`config.mk`:
```
export PLATFORM = sky130hd
export DESIGN_NAME = pulse_rate_level_meter_beeper
export DESIGN_NICKNAME = d
export VERILOG_FILES = /design/src/rtl/prlm_pkg.sv /design/src/rtl/prlm_cfg_regs.sv /design/src/rtl/prlm_core.sv /design/src/rtl/pulse_rate_level_meter_beeper.sv
export SDC_FILE = /design/constraint.sdc
export NUM_CORES = 1
export LEC_CHECK = 0
export BUFFER_PORTS_ARGS = -buffer_cell sky130_fd_sc_hd__buf_2
export CORE_MARGIN = 3
export CORE_UTILIZATION = 40
export CTS_CLUSTER_DIAMETER = 150
export DETAILED_ROUTE_END_ITERATION = 12
export HOLD_SLACK_MARGIN = 0.03
export PLACE_DENSITY = 0.59
export SYNTH_ARGS = -nofsm -noshare
export SYNTH_HDL_FRONTEND = slang
export SYNTH_SLANG_ARGS = --single-unit
export TNS_END_PERCENT = 50
```
`constraint.sdc`:
```
create_clock -name clk -period 7 [get_ports clk]
set_input_delay 0.35 -clock clk [delete_from_list [all_inputs] [get_ports clk]]
set_output_delay 0.35 -clock clk [all_outputs]
set_load 0.01 [all_outputs]
```
`src/rtl/prlm_pkg.sv`:
```
// prlm_pkg: shared types and constants of the pulse rate level meter with beeper
// register indexes, reset values, configuration and result bundles
// no dependencies
`default_nettype none

package prlm_pkg;

    localparam int unsigned CFG_INDEX_W = 3;
    localparam int unsigned CFG_DATA_W  = 48;

    // configuration register indexes
    typedef enum logic [CFG_INDEX_W-1:0] {
        CFG_WINDOW_MS      = 3'd0,
        CFG_DEBOUNCE_MS    = 3'd1,
        CFG_UP_THRESHOLDS  = 3'd2,
        CFG_DOWN_MARGIN    = 3'd3,
        CFG_BEEP_ON_MS     = 3'd4,
        CFG_BEEP_OFF_TIMES = 3'd5
    } cfg_idx_t;

    localparam logic [15:0] WINDOW_MS_RST      = 16'd200;
    localparam logic [7:0]  DEBOUNCE_MS_RST    = 8'd50;
    localparam logic [31:0] UP_THRESHOLDS_RST  = 32'h281E_140A;
    localparam logic [7:0]  DOWN_MARGIN_RST    = 8'd3;
    localparam logic [7:0]  BEEP_ON_MS_RST     = 8'd30;
    localparam logic [47:0] BEEP_OFF_TIMES_RST = 48'h01E_050_0B4_190;

    localparam logic [2:0] LEVEL_MAX = 3'd5;

    typedef struct packed {
        logic [15:0] window_ms;
        logic [7:0]  debounce_ms;
        logic [31:0] up_thresholds;
        logic [7:0]  down_margin;
        logic [7:0]  beep_on_ms;
        logic [47:0] beep_off_times;
    } cfg_t;

    typedef struct packed {
        logic [2:0] field_level;
        logic [4:0] led_bar;
        logic       buzzer_drive;
        logic       beep_enabled;
    } result_t;

endpackage

`default_nettype wire

```
`src/rtl/prlm_cfg_regs.sv`:
```
// prlm_cfg_regs: configuration register file, written by index
// depends on prlm_pkg
`default_nettype none

module prlm_cfg_regs (
    input  wire logic                             clk,
    input  wire logic                             rst_n,
    input  wire logic                             cfg_we,
    input  wire logic [prlm_pkg::CFG_INDEX_W-1:0] cfg_index,
    input  wire logic [prlm_pkg::CFG_DATA_W-1:0]  cfg_data,
    output prlm_pkg::cfg_t                        cfg
);

    prlm_pkg::cfg_t cfg_reg;
    prlm_pkg::cfg_t cfg_next;

    always_comb
    begin
        cfg_next = cfg_reg;
        if (cfg_we)
        begin
            case (cfg_index)
                prlm_pkg::CFG_WINDOW_MS:      cfg_next.window_ms      = cfg_data[15:0];
                prlm_pkg::CFG_DEBOUNCE_MS:    cfg_next.debounce_ms    = cfg_data[7:0];
                prlm_pkg::CFG_UP_THRESHOLDS:  cfg_next.up_thresholds  = cfg_data[31:0];
                prlm_pkg::CFG_DOWN_MARGIN:    cfg_next.down_margin    = cfg_data[7:0];
                prlm_pkg::CFG_BEEP_ON_MS:     cfg_next.beep_on_ms     = cfg_data[7:0];
                prlm_pkg::CFG_BEEP_OFF_TIMES: cfg_next.beep_off_times = cfg_data[47:0];
                default:                      cfg_next = cfg_reg;
            endcase
        end
    end

    always_ff @(posedge clk or negedge rst_n)
    begin
        if (!rst_n)
        begin
            cfg_reg.window_ms      <= prlm_pkg::WINDOW_MS_RST;
            cfg_reg.debounce_ms    <= prlm_pkg::DEBOUNCE_MS_RST;
            cfg_reg.up_thresholds  <= prlm_pkg::UP_THRESHOLDS_RST;
            cfg_reg.down_margin    <= prlm_pkg::DOWN_MARGIN_RST;
            cfg_reg.beep_on_ms     <= prlm_pkg::BEEP_ON_MS_RST;
            cfg_reg.beep_off_times <= prlm_pkg::BEEP_OFF_TIMES_RST;
        end
        else
        begin
            cfg_reg <= cfg_next;
        end
    end

    assign cfg = cfg_reg;

endmodule

`default_nettype wire

```
`src/rtl/prlm_core.sv`:
```
// prlm_core: meter state and its one-sample update (debounce, window, beeper)
// depends on prlm_pkg
`default_nettype none

module prlm_core (
    input  wire logic           clk,
    input  wire logic           rst_n,
    input  wire logic           advance,
    input  wire prlm_pkg::cfg_t cfg,
    input  wire logic           antenna_level,
    input  wire logic           button_level,
    input  wire logic           ms_tick,
    output prlm_pkg::result_t   result
);

    logic [2:0]  level_reg,            level_next;
    logic [15:0] edge_count_reg,       edge_count_next;
    logic        antenna_prev_reg,     antenna_prev_next;
    logic [15:0] window_elapsed_reg,   window_elapsed_next;
    logic        button_raw_prev_reg,  button_raw_prev_next;
    logic        button_stable_reg,    button_stable_next;
    logic [7:0]  debounce_elapsed_reg, debounce_elapsed_next;
    logic        enable_reg,           enable_next;
    logic        phase_on_reg,         phase_on_next;
    logic [11:0] beep_elapsed_reg,     beep_elapsed_next;

    logic [15:0] win_e;
    logic [7:0]  deb_e;
    logic [11:0] beep_e;
    logic        accept_btn;
    logic [15:0] cnt1;
    logic [7:0]  up_next_thr;
    logic [7:0]  up_cur_thr;
    logic [7:0]  down_thr;
    logic        down_ok;
    logic [11:0] limit;
    logic        beep_active;
    logic        drive;

    // count needed to reach level lv, zero outside levels 2..5
    function automatic logic [7:0] up_of(input logic [2:0] lv, input logic [31:0] thr);
        logic [7:0] r;
        case (lv)
            3'd2:    r = thr[7:0];
            3'd3:    r = thr[15:8];
            3'd4:    r = thr[23:16];
            3'd5:    r = thr[31:24];
            default: r = 8'd0;
        endcase
        return r;
    endfunction

    // silent time for level lv, levels outside 3..5 use the level 2 field
    function automatic logic [11:0] off_of(input logic [2:0] lv, input logic [47:0] offs);
        logic [11:0] r;
        case (lv)
            3'd3:    r = offs[23:12];
            3'd4:    r = offs[35:24];
            3'd5:    r = offs[47:36];
            default: r = offs[11:0];
        endcase
        return r;
    endfunction

    always_comb
    begin
        // saturating elapsed counters
        win_e  = (ms_tick && window_elapsed_reg != 16'hFFFF)
                 ? window_elapsed_reg + 16'd1 : window_elapsed_reg;
        deb_e  = (ms_tick && debounce_elapsed_reg != 8'hFF)
                 ? debounce_elapsed_reg + 8'd1 : debounce_elapsed_reg;
        beep_e = (ms_tick && beep_elapsed_reg != 12'hFFF)
                 ? beep_elapsed_reg + 12'd1 : beep_elapsed_reg;

        // button debounce
        if (button_level != button_raw_prev_reg)
            deb_e = 8'd0;
        accept_btn           = (deb_e >= cfg.debounce_ms) && (button_level != button_stable_reg);
        button_stable_next   = accept_btn ? button_level : button_stable_reg;
        enable_next          = enable_reg ^ (accept_btn && !button_level);
        button_raw_prev_next = button_level;
        debounce_elapsed_next = deb_e;

        // antenna edges and counting window
        cnt1 = (antenna_level && !antenna_prev_reg && edge_count_reg != 16'hFFFF)
               ? edge_count_reg + 16'd1 : edge_count_reg;
        up_next_thr = up_of(level_reg + 3'd1, cfg.up_thresholds);
        up_cur_thr  = up_of(level_reg, cfg.up_thresholds);
        down_ok     = up_cur_thr >= cfg.down_margin;
        down_thr    = up_cur_thr - cfg.down_margin;
        level_next          = level_reg;
        edge_count_next     = cnt1;
        window_elapsed_next = win_e;
        if (win_e >= cfg.window_ms)
        begin
            if (level_reg < prlm_pkg::LEVEL_MAX && cnt1 >= {8'd0, up_next_thr})
                level_next = level_reg + 3'd1;
            else if (level_reg > 3'd1 && down_ok && cnt1 <= {8'd0, down_thr})
                level_next = level_reg - 3'd1;
            edge_count_next     = 16'd0;
            window_elapsed_next = 16'd0;
        end
        antenna_prev_next = antenna_level;

        // beeper, on the updated level and enable
        beep_active       = enable_next && (level_next > 3'd1);
        limit             = phase_on_reg ? {4'd0, cfg.beep_on_ms}
                                         : off_of(level_next, cfg.beep_off_times);
        phase_on_next     = phase_on_reg;
        beep_elapsed_next = beep_e;
        drive             = 1'b1;
        if (beep_active)
        begin
            if (beep_e >= limit)
            begin
                phase_on_next     = !phase_on_reg;
                beep_elapsed_next = 12'd0;
            end
            drive = !phase_on_next;
        end

        result.field_level  = level_next;
        result.led_bar      = 5'((6'd1 << level_next) - 6'd1);
        result.buzzer_drive = drive;
        result.beep_enabled = enable_next;
    end

    always_ff @(posedge clk or negedge rst_n)
    begin
        if (!rst_n)
        begin
            level_reg            <= 3'd0;
            edge_count_reg       <= 16'd0;
            antenna_prev_reg     <= 1'b0;
            window_elapsed_reg   <= 16'd0;
            button_raw_prev_reg  <= 1'b1;
            button_stable_reg    <= 1'b1;
            debounce_elapsed_reg <= 8'd0;
            enable_reg           <= 1'b0;
            phase_on_reg         <= 1'b0;
            beep_elapsed_reg     <= 12'd0;
        end
        else if (advance)
        begin
            level_reg            <= level_next;
            edge_count_reg       <= edge_count_next;
            antenna_prev_reg     <= antenna_prev_next;
            window_elapsed_reg   <= window_elapsed_next;
            button_raw_prev_reg  <= button_raw_prev_next;
            button_stable_reg    <= button_stable_next;
            debounce_elapsed_reg <= debounce_elapsed_next;
            enable_reg           <= enable_next;
            phase_on_reg         <= phase_on_next;
            beep_elapsed_reg     <= beep_elapsed_next;
        end
    end

endmodule

`default_nettype wire

```
`src/rtl/pulse_rate_level_meter_beeper.sv`:
```
// pulse_rate_level_meter_beeper: top level, input register, result register
// depends on prlm_pkg, prlm_cfg_regs, prlm_core
//
//   channel  direction  handshake            payload
//   in       sink       in_valid / in_stall  antenna_level, button_level, ms_tick
//   out      source     out_valid/ out_stall field_level, led_bar, buzzer_drive, beep_enabled
//   cfg      sink       cfg_we               cfg_index, cfg_data (no read-back)
//
// one sample per clock sustained while out_stall is low; input register then result register
// the meter state updates as a sample moves from the input register to the result register
// a stalled result holds and the input register keeps taking samples until it is full too
// rst_n asynchronously clears control state and loads register defaults
`default_nettype none

module pulse_rate_level_meter_beeper (
    input  wire logic                             clk,
    input  wire logic                             rst_n,
    // sample channel
    input  wire logic                             in_valid,
    output      logic                             in_stall,
    input  wire logic                             antenna_level,
    input  wire logic                             button_level,
    input  wire logic                             ms_tick,
    // result channel
    output      logic                             out_valid,
    input  wire logic                             out_stall,
    output      logic [2:0]                       field_level,
    output      logic [4:0]                       led_bar,
    output      logic                             buzzer_drive,
    output      logic                             beep_enabled,
    // configuration writes
    input  wire logic                             cfg_we,
    input  wire logic [prlm_pkg::CFG_INDEX_W-1:0] cfg_index,
    input  wire logic [prlm_pkg::CFG_DATA_W-1:0]  cfg_data
);

    prlm_pkg::cfg_t    cfg;
    prlm_pkg::result_t core_result;

    // input register
    logic s1_valid_reg, s1_valid_next;
    logic s1_antenna_reg, s1_button_reg, s1_tick_reg;

    // result register
    logic              out_valid_reg, out_valid_next;
    prlm_pkg::result_t out_reg;

    logic out_ready;
    logic s1_fire;
    logic in_fire;

    // result register can load when empty or being drained this cycle
    assign out_ready = !out_valid_reg || !out_stall;
    assign s1_fire   = s1_valid_reg && out_ready;
    assign in_stall  = s1_valid_reg && !out_ready;
    assign in_fire   = in_valid && !in_stall;

    always_comb
    begin
        s1_valid_next = s1_valid_reg;
        if (in_fire)
            s1_valid_next = 1'b1;
        else if (s1_fire)
            s1_valid_next = 1'b0;

        out_valid_next = out_valid_reg;
        if (s1_fire)
            out_valid_next = 1'b1;
        else if (!out_stall)
            out_valid_next = 1'b0;
    end

    always_ff @(posedge clk or negedge rst_n)
    begin
        if (!rst_n)
        begin
            s1_valid_reg  <= 1'b0;
            out_valid_reg <= 1'b0;
        end
        else
        begin
            s1_valid_reg  <= s1_valid_next;
            out_valid_reg <= out_valid_next;
        end
    end

    // payload registers, no reset
    always_ff @(posedge clk)
    begin
        if (in_fire)
        begin
            s1_antenna_reg <= antenna_level;
            s1_button_reg  <= button_level;
            s1_tick_reg    <= ms_tick;
        end
        if (s1_fire)
            out_reg <= core_result;
    end

    prlm_cfg_regs u_cfg_regs (
        .clk       (clk),
        .rst_n     (rst_n),
        .cfg_we    (cfg_we),
        .cfg_index (cfg_index),
        .cfg_data  (cfg_data),
        .cfg       (cfg)
    );

    // state advances once per transaction leaving the input register
    prlm_core u_core (
        .clk           (clk),
        .rst_n         (rst_n),
        .advance       (s1_fire),
        .cfg           (cfg),
        .antenna_level (s1_antenna_reg),
        .button_level  (s1_button_reg),
        .ms_tick       (s1_tick_reg),
        .result        (core_result)
    );

    assign out_valid    = out_valid_reg;
    assign field_level  = out_reg.field_level;
    assign led_bar      = out_reg.led_bar;
    assign buzzer_drive = out_reg.buzzer_drive;
    assign beep_enabled = out_reg.beep_enabled;

`ifndef SYNTH
    // an accepted sample always lands in the input register
    a_accept_lands: assert property (@(posedge clk) disable iff (!rst_n)
        in_fire |=> s1_valid_reg)
        else $error("accepted sample lost");

    // a full input register never sees a result register that could take it idle
    a_no_bubble: assert property (@(posedge clk) disable iff (!rst_n)
        (s1_valid_reg && out_ready) |=> out_valid_reg)
        else $error("result register did not load");

    // buzzer sounds only with the beeper enabled and level two or more
    a_buzzer_gate: assert property (@(posedge clk) disable iff (!rst_n)
        (out_valid_reg && !out_reg.buzzer_drive) |->
            (out_reg.beep_enabled && out_reg.field_level > 3'd1))
        else $error("buzzer sounding while silent");

    // level stays in range
    a_level_range: assert property (@(posedge clk) disable iff (!rst_n)
        out_valid_reg |-> out_reg.field_level <= prlm_pkg::LEVEL_MAX)
        else $error("level out of range");
`endif

endmodule

`default_nettype wire
```
==> Word level (Yosys, flattened, before mapping) <==
Index checks and enable logic that the tools add are counted.
{ "word_totals": {"regBits": 195, "inputBits": 59, "output_inout_bits": 12} }
{ "op_classes": {"n_addsub": 8, "n_reduce_logical": 33, "mux": 22, "bitwise": 1, "magnitude_cmp": 9, "shifts": 1, "eq_ne": 23} }
{ "op_table": {"columns": ["cell", "count"], "rows": [
  ["2-to-1 mux 16 bit", 4],
  ["one-hot mux 8 bit (4 select lines)", 2],
  ["2-to-1 mux 12 bit", 4],
  ["one-hot mux 12 bit (3 select lines)", 1],
  ["adder 16 x 1 -> 16 bit, second input constant", 2],
  ["inequality test 16 bit, second input constant", 2],
  ["== test 3 bit, second input constant", 8],
  ["== test 3 x 2 -> 1 bit, second input constant", 7],
  ["greater-or-equal comparator 16 bit", 1],
  ["greater-or-equal comparator 16 x 8 -> 1 bit", 1],
  ["greater-or-equal comparator 8 bit", 2],
  ["<= comparator 16 x 8 -> 1 bit", 1],
  ["2-to-1 mux 8 bit", 2],
  ["AND reduction 2 bit", 8],
  ["logical AND 1 bit", 14],
  ["adder 12 x 1 -> 12 bit, second input constant", 1],
  ["greater-or-equal comparator 12 bit", 1],
  ["inequality test 12 bit, second input constant", 1],
  ["2-to-1 mux 3 bit", 3],
  ["adder 8 x 1 -> 8 bit, second input constant", 1],
  ["logical NOT 1 bit", 8],
  ["inequality test 8 bit, second input constant", 1],
  ["subtractor 8 bit", 1],
  ["greater-than comparator 3 x 1 -> 1 bit, second input constant", 2],
  ["other kinds (13)", 19]
]} }

==> Depth between registers and ports, before layout <==
{ "depth": {"ltp_word": 16, "mapped_depth": 41} }

==> Hierarchy <==
From an unflattened synthesis, not the netlist that was laid out.
{ "unflattened": {"cells_unflattened": 1131, "area_unflattened_um2": 12208.0} }
{ "by_module_without_submodules": {"columns": ["mod", "cells_per_inst", "area_each_um2", "seq_area_each_um2", "n_inst"], "rows": [
  ["prlm_core", 852, 6924.1, 1503.9, 1],
  ["prlm_cfg_regs", 258, 4800.9, 3046.7, 1],
  ["pulse_rate_level_meter_beeper", 21, 483.0, 440.4, 1]
]} }

==> Worst setup path before layout <==
OpenSTA, ideal clock, no wires.
{ "synth_timing": {"kind": "register to register", "start": "register u_core.level_reg[0]", "end": "register out_reg, in the netlist buzzer_drive, data pin", "path_buffers": 5, "arrival_ns": 7.480, "stages_incl_launch_ff": 38, "slack_ns": -0.745, "setup_ns": 0.265, "required_time_ns": 6.735, "path_cell_list": "dfrtp_1 inv_1 clkbuf_1 buf_1 ha_1 clkbuf_1 clkbuf_1 a21oi_1 a21oi_1 a21oi_1 ha_1 fa_1 nor2b_1 o31ai_1 nand2_1 a211oi_1 or2_2 ha_1 [... 2 more ...] nor4_1 nand4_1 o32ai_4 o32ai_4 buf_6 a2bb2oi_1 o221ai_1 ha_1 nand2b_1 a21o_1 a21o_1 a211oi_1 o21ai_0 nand4_1 a21oi_1 a211o_1 xnor2_1 or3_1"} }
{ "synth_between": {"elab_chain_cells": 15} }
{ "synth_rtl": {"columns": ["element", "line_no", "source"], "rows": [
  ["start: declaration", "prlm_core.sv:16", "logic [2:0] level_reg, level_next;"],
  ["start signal: assignment", "prlm_core.sv:145", "level_reg <= level_next;"],
  ["== test 3 bit / == test 3 x 2 -> 1 bit (equally long branches)", "prlm_core.sv:43", "case (lv)"],
  ["one-hot mux 8 bit (4 select lines)", "prlm_core.sv:43", null],
  ["subtractor 8 bit / greater-or-equal comparator 8 bit (equally long branches)", "prlm_core.sv:90, prlm_core.sv:89", null],
  ["<= comparator 16 x 8 -> 1 bit / logical AND 1 bit (equally long branches)", "prlm_core.sv:98", "else if (level_reg > 3'd1 && down_ok && cnt1 <= {8'd0, down_thr})"],
  ["logical AND 1 bit", "prlm_core.sv:98", null],
  ["2-to-1 mux 3 bit", "prlm_core.sv:98", null],
  ["2-to-1 mux 3 bit", "prlm_core.sv:96", "if (level_reg < prlm_pkg::LEVEL_MAX && cnt1 >= {8'd0, up_next_thr})"],
  ["2-to-1 mux 3 bit (*)", "prlm_core.sv:94", "if (win_e >= cfg.window_ms)"],
  ["== test 3 bit / == test 3 x 2 -> 1 bit (equally long branches)", "prlm_core.sv:56", "case (lv)"],
  ["one-hot mux 12 bit (3 select lines)", "prlm_core.sv:56", null],
  ["2-to-1 mux 12 bit", "prlm_core.sv:107", "limit = phase_on_reg ? {4'd0, cfg.beep_on_ms}"],
  ["greater-or-equal comparator 12 bit", "prlm_core.sv:114", "if (beep_e >= limit)"],
  ["2-to-1 mux 1 bit", "prlm_core.sv:114", null],
  ["2-to-1 mux 1 bit", "prlm_core.sv:112", "if (beep_active)"],
  ["logical NOT 1 bit", "prlm_core.sv:119", "drive = !phase_on_next;"],
  ["end signal: assignment", "pulse_rate_level_meter_beeper.sv:97", "out_reg <= core_result;"],
  ["end: declaration", "pulse_rate_level_meter_beeper.sv:46", "prlm_pkg::result_t out_reg;"]
]} }
Every way passes the cells marked *; elsewhere a longest branch is shown, timed or not. The select of a mux whose other input is x is not followed.
A chain may end at the register's enable or synchronous reset.

==> Worst setup path in the final report <==
{ "layout_timing": {"start": "register u_core.level_reg[1]", "end": "register out_reg, in the netlist buzzer_drive, data pin"} }
The elaborated chain is that of the path after synthesis.

==> results.ini <==
[outcome]
status = finished, final reports clean

[setup_path]
cp-start-kind = register
rr_worst_depth = 31
critical_path_required_ns = 7.19
critical-path-max-stage-delay_ns = 0.41
cp-end-kind = register
cp_slowest_cell = dfrtp_1
path_max_fanout = 8
path_class = reg2reg
cp_common_cell = buf_4
arrival_ns = 6.86

[finish]
n_antenna_cell = 0
area_growth_pct = 16.1
fin_area_um2 = 13600
largest_reg_flops = 120
fin_util_pct = 47.9
fillers = 2627
instances_no_fill = 1657
nNetsFinal = 1397
drive_gt1_share_pct = 29.0
multi_input_area_um2 = 6470
seq_area_um2 = 5000

[sta]
relSlewSlack_pct = 25.6
setup_viol = 0
rsz0062_at_grt = true
fin_ws_ns = 0.336
tightestPinTransition_ns = 1.11
whs_ns = 0.0929
period_needed_ns = 6.66
fin_skew_ns = 0.0127
slew_viol_final = 0
timing.final.crit_share_pct = 95.2
final_hold_viol_count = 0
max_freq_mhz = 150
tns_ns = 0

[power]
p_seq_share_pct = 46.5
p_int_mw = 2.27
vdd_ir_drop_max_mv = 0.158
p_switching_mw = 1.05
power.total_mw = 3.32
pwr-share-clk_pct = 29.6
p_leak_nw = 5.98
p_sw_share_pct = 31.6
p_per_area_nw_per_um2 = 245
p_comb_share_pct = 23.9

[die]
die_x_um = 177
die_h_um = 177
io_pins = 71
die-area_um2 = 31300
coreArea_um2 = 28300
num_rows = 61
initial_core_util_pct = 41.2

[global_routing]
grt_usage_pct = 19.4
met1_usage_pct = 28.7
grt_util_met2_pct = 30.4
grt_max_degree = 78
grt_first_pass_wirelength_um = 47800
top_usage_layer = met2
grt_util_met3_pct = 3.30
first_global_vias = 8616
antenna_found_initial = 0
overflow = 0

[synth]
synthCells = 1179
synth_edf_count = 13
synthArstFlopShare_pct = 93.3
ys_warn_count = 0
synth_nets = 1310
synthTopCellsByArea = dfrtp_1 31%, mux2_2 9.7%, dfstp_2 8.3%, ha_1 7.6%, nand2_1 5.1%
synth-seq-area-share_pct = 42.7
synth-seq-cells = 195
ys_types = 72
syn_area_per_cell_um2 = 9.91
netlist.area_leader.share_pct = 31.1
yosysTopAreaCell = dfrtp_1
synth_ff_type = dfrtp_1
syn_area_um2 = 11700

[placed_design]
pre_cts_slack_ns = -0.0439
placed_cells = 1611
placed_area_um2 = 12600
io_buffer_count = 70
dpl.hpwl_um = 21400
place_congestion = 0.869

[worst_hold_path]
holdPathStages = 1
hold_path_class = in2reg

[routing]
drtIter0Drc = 656
drt-wirelength-per-cell_um = 18.0
post_drt_via_cell_ratio = 5.40
wl_um = 29800
dr.pass1.iters = 5
num_vias = 8940
ant_nets = 0
route.detailed.drc = 0

[cts]
cts.path.max_buffers = 2
cts_root_buf = clkbuf_16
clock-sinks = 195
worstSkewPairLatency_ns = 0.44
numCtsBuffers = 17
cts.reportedPaths.clkPinSlew_ns = 0.08
cts_tree = built
htree_num_levels = 4

[flow_run]
max_cap_viol_count = 0

-- critical path: cells and delay by family (launching register included) --
family	cells	cell delay [ns]
compound gates	13	2.37
fa+ha+maj	4	1.12
flops	1	0.41
xor+xnor	1	0.14
simple gates	8	1.63
buf+inv	5	0.74
-- per-layer routing --
layer  up-vias  wire length [µm]
met5         -                 0
met3        16              1070
li1       4428                 -
met1      4324             14800
met4         0               380
met2       172             13600
-- worst paths after layout --
check / from / endpoint / slack [ns]
setup / recovery: u_core.level_reg[1] / buzzer_drive / 0.34
hold / removal: ms_tick / s1_tick_reg / 0.09
setup reg to reg: u_core.level_reg[1] / buzzer_drive / 0.34
hold reg to reg: u_core.button_raw_prev_reg / u_core.button_raw_prev_reg / 0.47
max in group asynchronous: rst_n / u_core.window_elapsed_reg[8] / 5.22
min in group asynchronous: rst_n / u_core.debounce_elapsed_reg[4] / 0.49
-- cells in the mapped netlist (3+ instances only) --
| master | n |
|---|---|
| nand2_1 | 158 |
| dfrtp_1 | 145 |
| mux2_2 | 101 |
| o21ai_0 | 89 |
| ha_1 | 71 |
| a21oi_1 | 56 |
| inv_1 | 54 |
| clkbuf_1 | 48 |
| dfstp_2 | 37 |
| nor2_1 | 36 |
| nand3_1 | 31 |
| xnor2_1 | 31 |
| o31ai_1 | 27 |
| nor3_1 | 21 |
| xor2_1 | 21 |
| nand2b_1 | 18 |
| a22oi_1 | 17 |
| and3_1 | 17 |
| nand4_1 | 17 |
| a21o_1 | 16 |
| edfxtp_1 | 13 |
| and2_1 | 9 |
| nand3b_1 | 9 |
| a2bb2oi_1 | 8 |
| a311oi_1 | 8 |
| a31oi_1 | 8 |
| a211oi_1 | 7 |
| o21a_1 | 7 |
| a221oi_1 | 6 |
| a31o_2 | 6 |
| buf_1 | 6 |
| o221a_2 | 6 |
| a211o_1 | 5 |
| buf_2 | 5 |
| mux2i_1 | 5 |
| nor2b_1 | 5 |
| nor3b_1 | 4 |
| a22o_1 | 3 |
| and4_1 | 3 |
| nor4_1 | 3 |
| o211a_1 | 3 |
| or2_2 | 3 |
-- power groups by stage --
stage | Combinational (mW) | Sequential [mW] | Clock (mW)
after detailed placement | 0.759 | 1.56 | 0
after floorplan | 0.569 | 1.49 | 0
final | 0.794 | 1.55 | 0.983
after global routing | 0.905 | 1.57 | 1.06
after CTS | 0.765 | 1.54 | 1.01
after global placement | 0.741 | 1.56 | 0
-- repair_timing --
action / CTS / global route
hold endpoints to repair: 58 / 0
endpoints found under the setup margin: 3 / 14
setup buffers: 3 / 10
pin swaps: 4 / 33
hold buffers: 1 / 0
resized for setup: 7 / 51
-- cell type report --
cell class                 instances  share of cell area (%)
multi-input combinational        867                    47.7
sequential                       195                    36.9
timing repair buffer             129                    5.96
clock buffer                      21                    3.55
tap                              378                    3.49
inverter                          56                    1.57
clock inverter                    11                   0.831
-- cell families (layout without fill, tap and decap cells) --
group                      Yosys count  count (layout)  share of synthesized area (%)
buffers and inverters              117             217                           3.91
xor gates and xnor gates            52              52                           3.90
DFF                                195             195                           42.7
adders and majority gates           72              72                           7.78
and+or+nand+nor                    346             346                           14.7
muxes                              106             106                           10.2
AOI/OAI and AO/OA                  291             291                           16.8
-- placed cells by master (no fill, tap or decap), types with 6 or more instances in the layout --
master | synthesis | routed
a31o_2 | 6 | 6
o31ai_1 | 27 | 26
nor2_1 | 36 | 34
a22oi_1 | 17 | 17
inv_1 | 54 | 52
mux2_2 | 101 | 101
o221a_2 | 6 | 6
dfrtp_1 | 145 | 141
o21ai_0 | 89 | 80
a21o_1 | 16 | 16
o21ai_1 | 0 | 6
xor2_1 | 21 | 21
and3_1 | 17 | 15
buf_2 | 5 | 69
a31oi_1 | 8 | 8
nand3b_1 | 9 | 9
nand4_1 | 17 | 17
a2bb2oi_1 | 8 | 7
o21a_1 | 7 | 6
dfstp_2 | 37 | 37
a21oi_1 | 56 | 51
a311oi_1 | 8 | 7
edfxtp_1 | 13 | 13
nor3_1 | 21 | 20
clkbuf_16 | 0 | 18
nand3_1 | 31 | 30
and2_1 | 9 | 9
nand2b_1 | 18 | 17
ha_1 | 71 | 63
buf_4 | 1 | 57
a211oi_1 | 7 | 6
nand2_1 | 158 | 156
xnor2_1 | 31 | 31
Note: power is estimated with default switching activity, not from simulation.
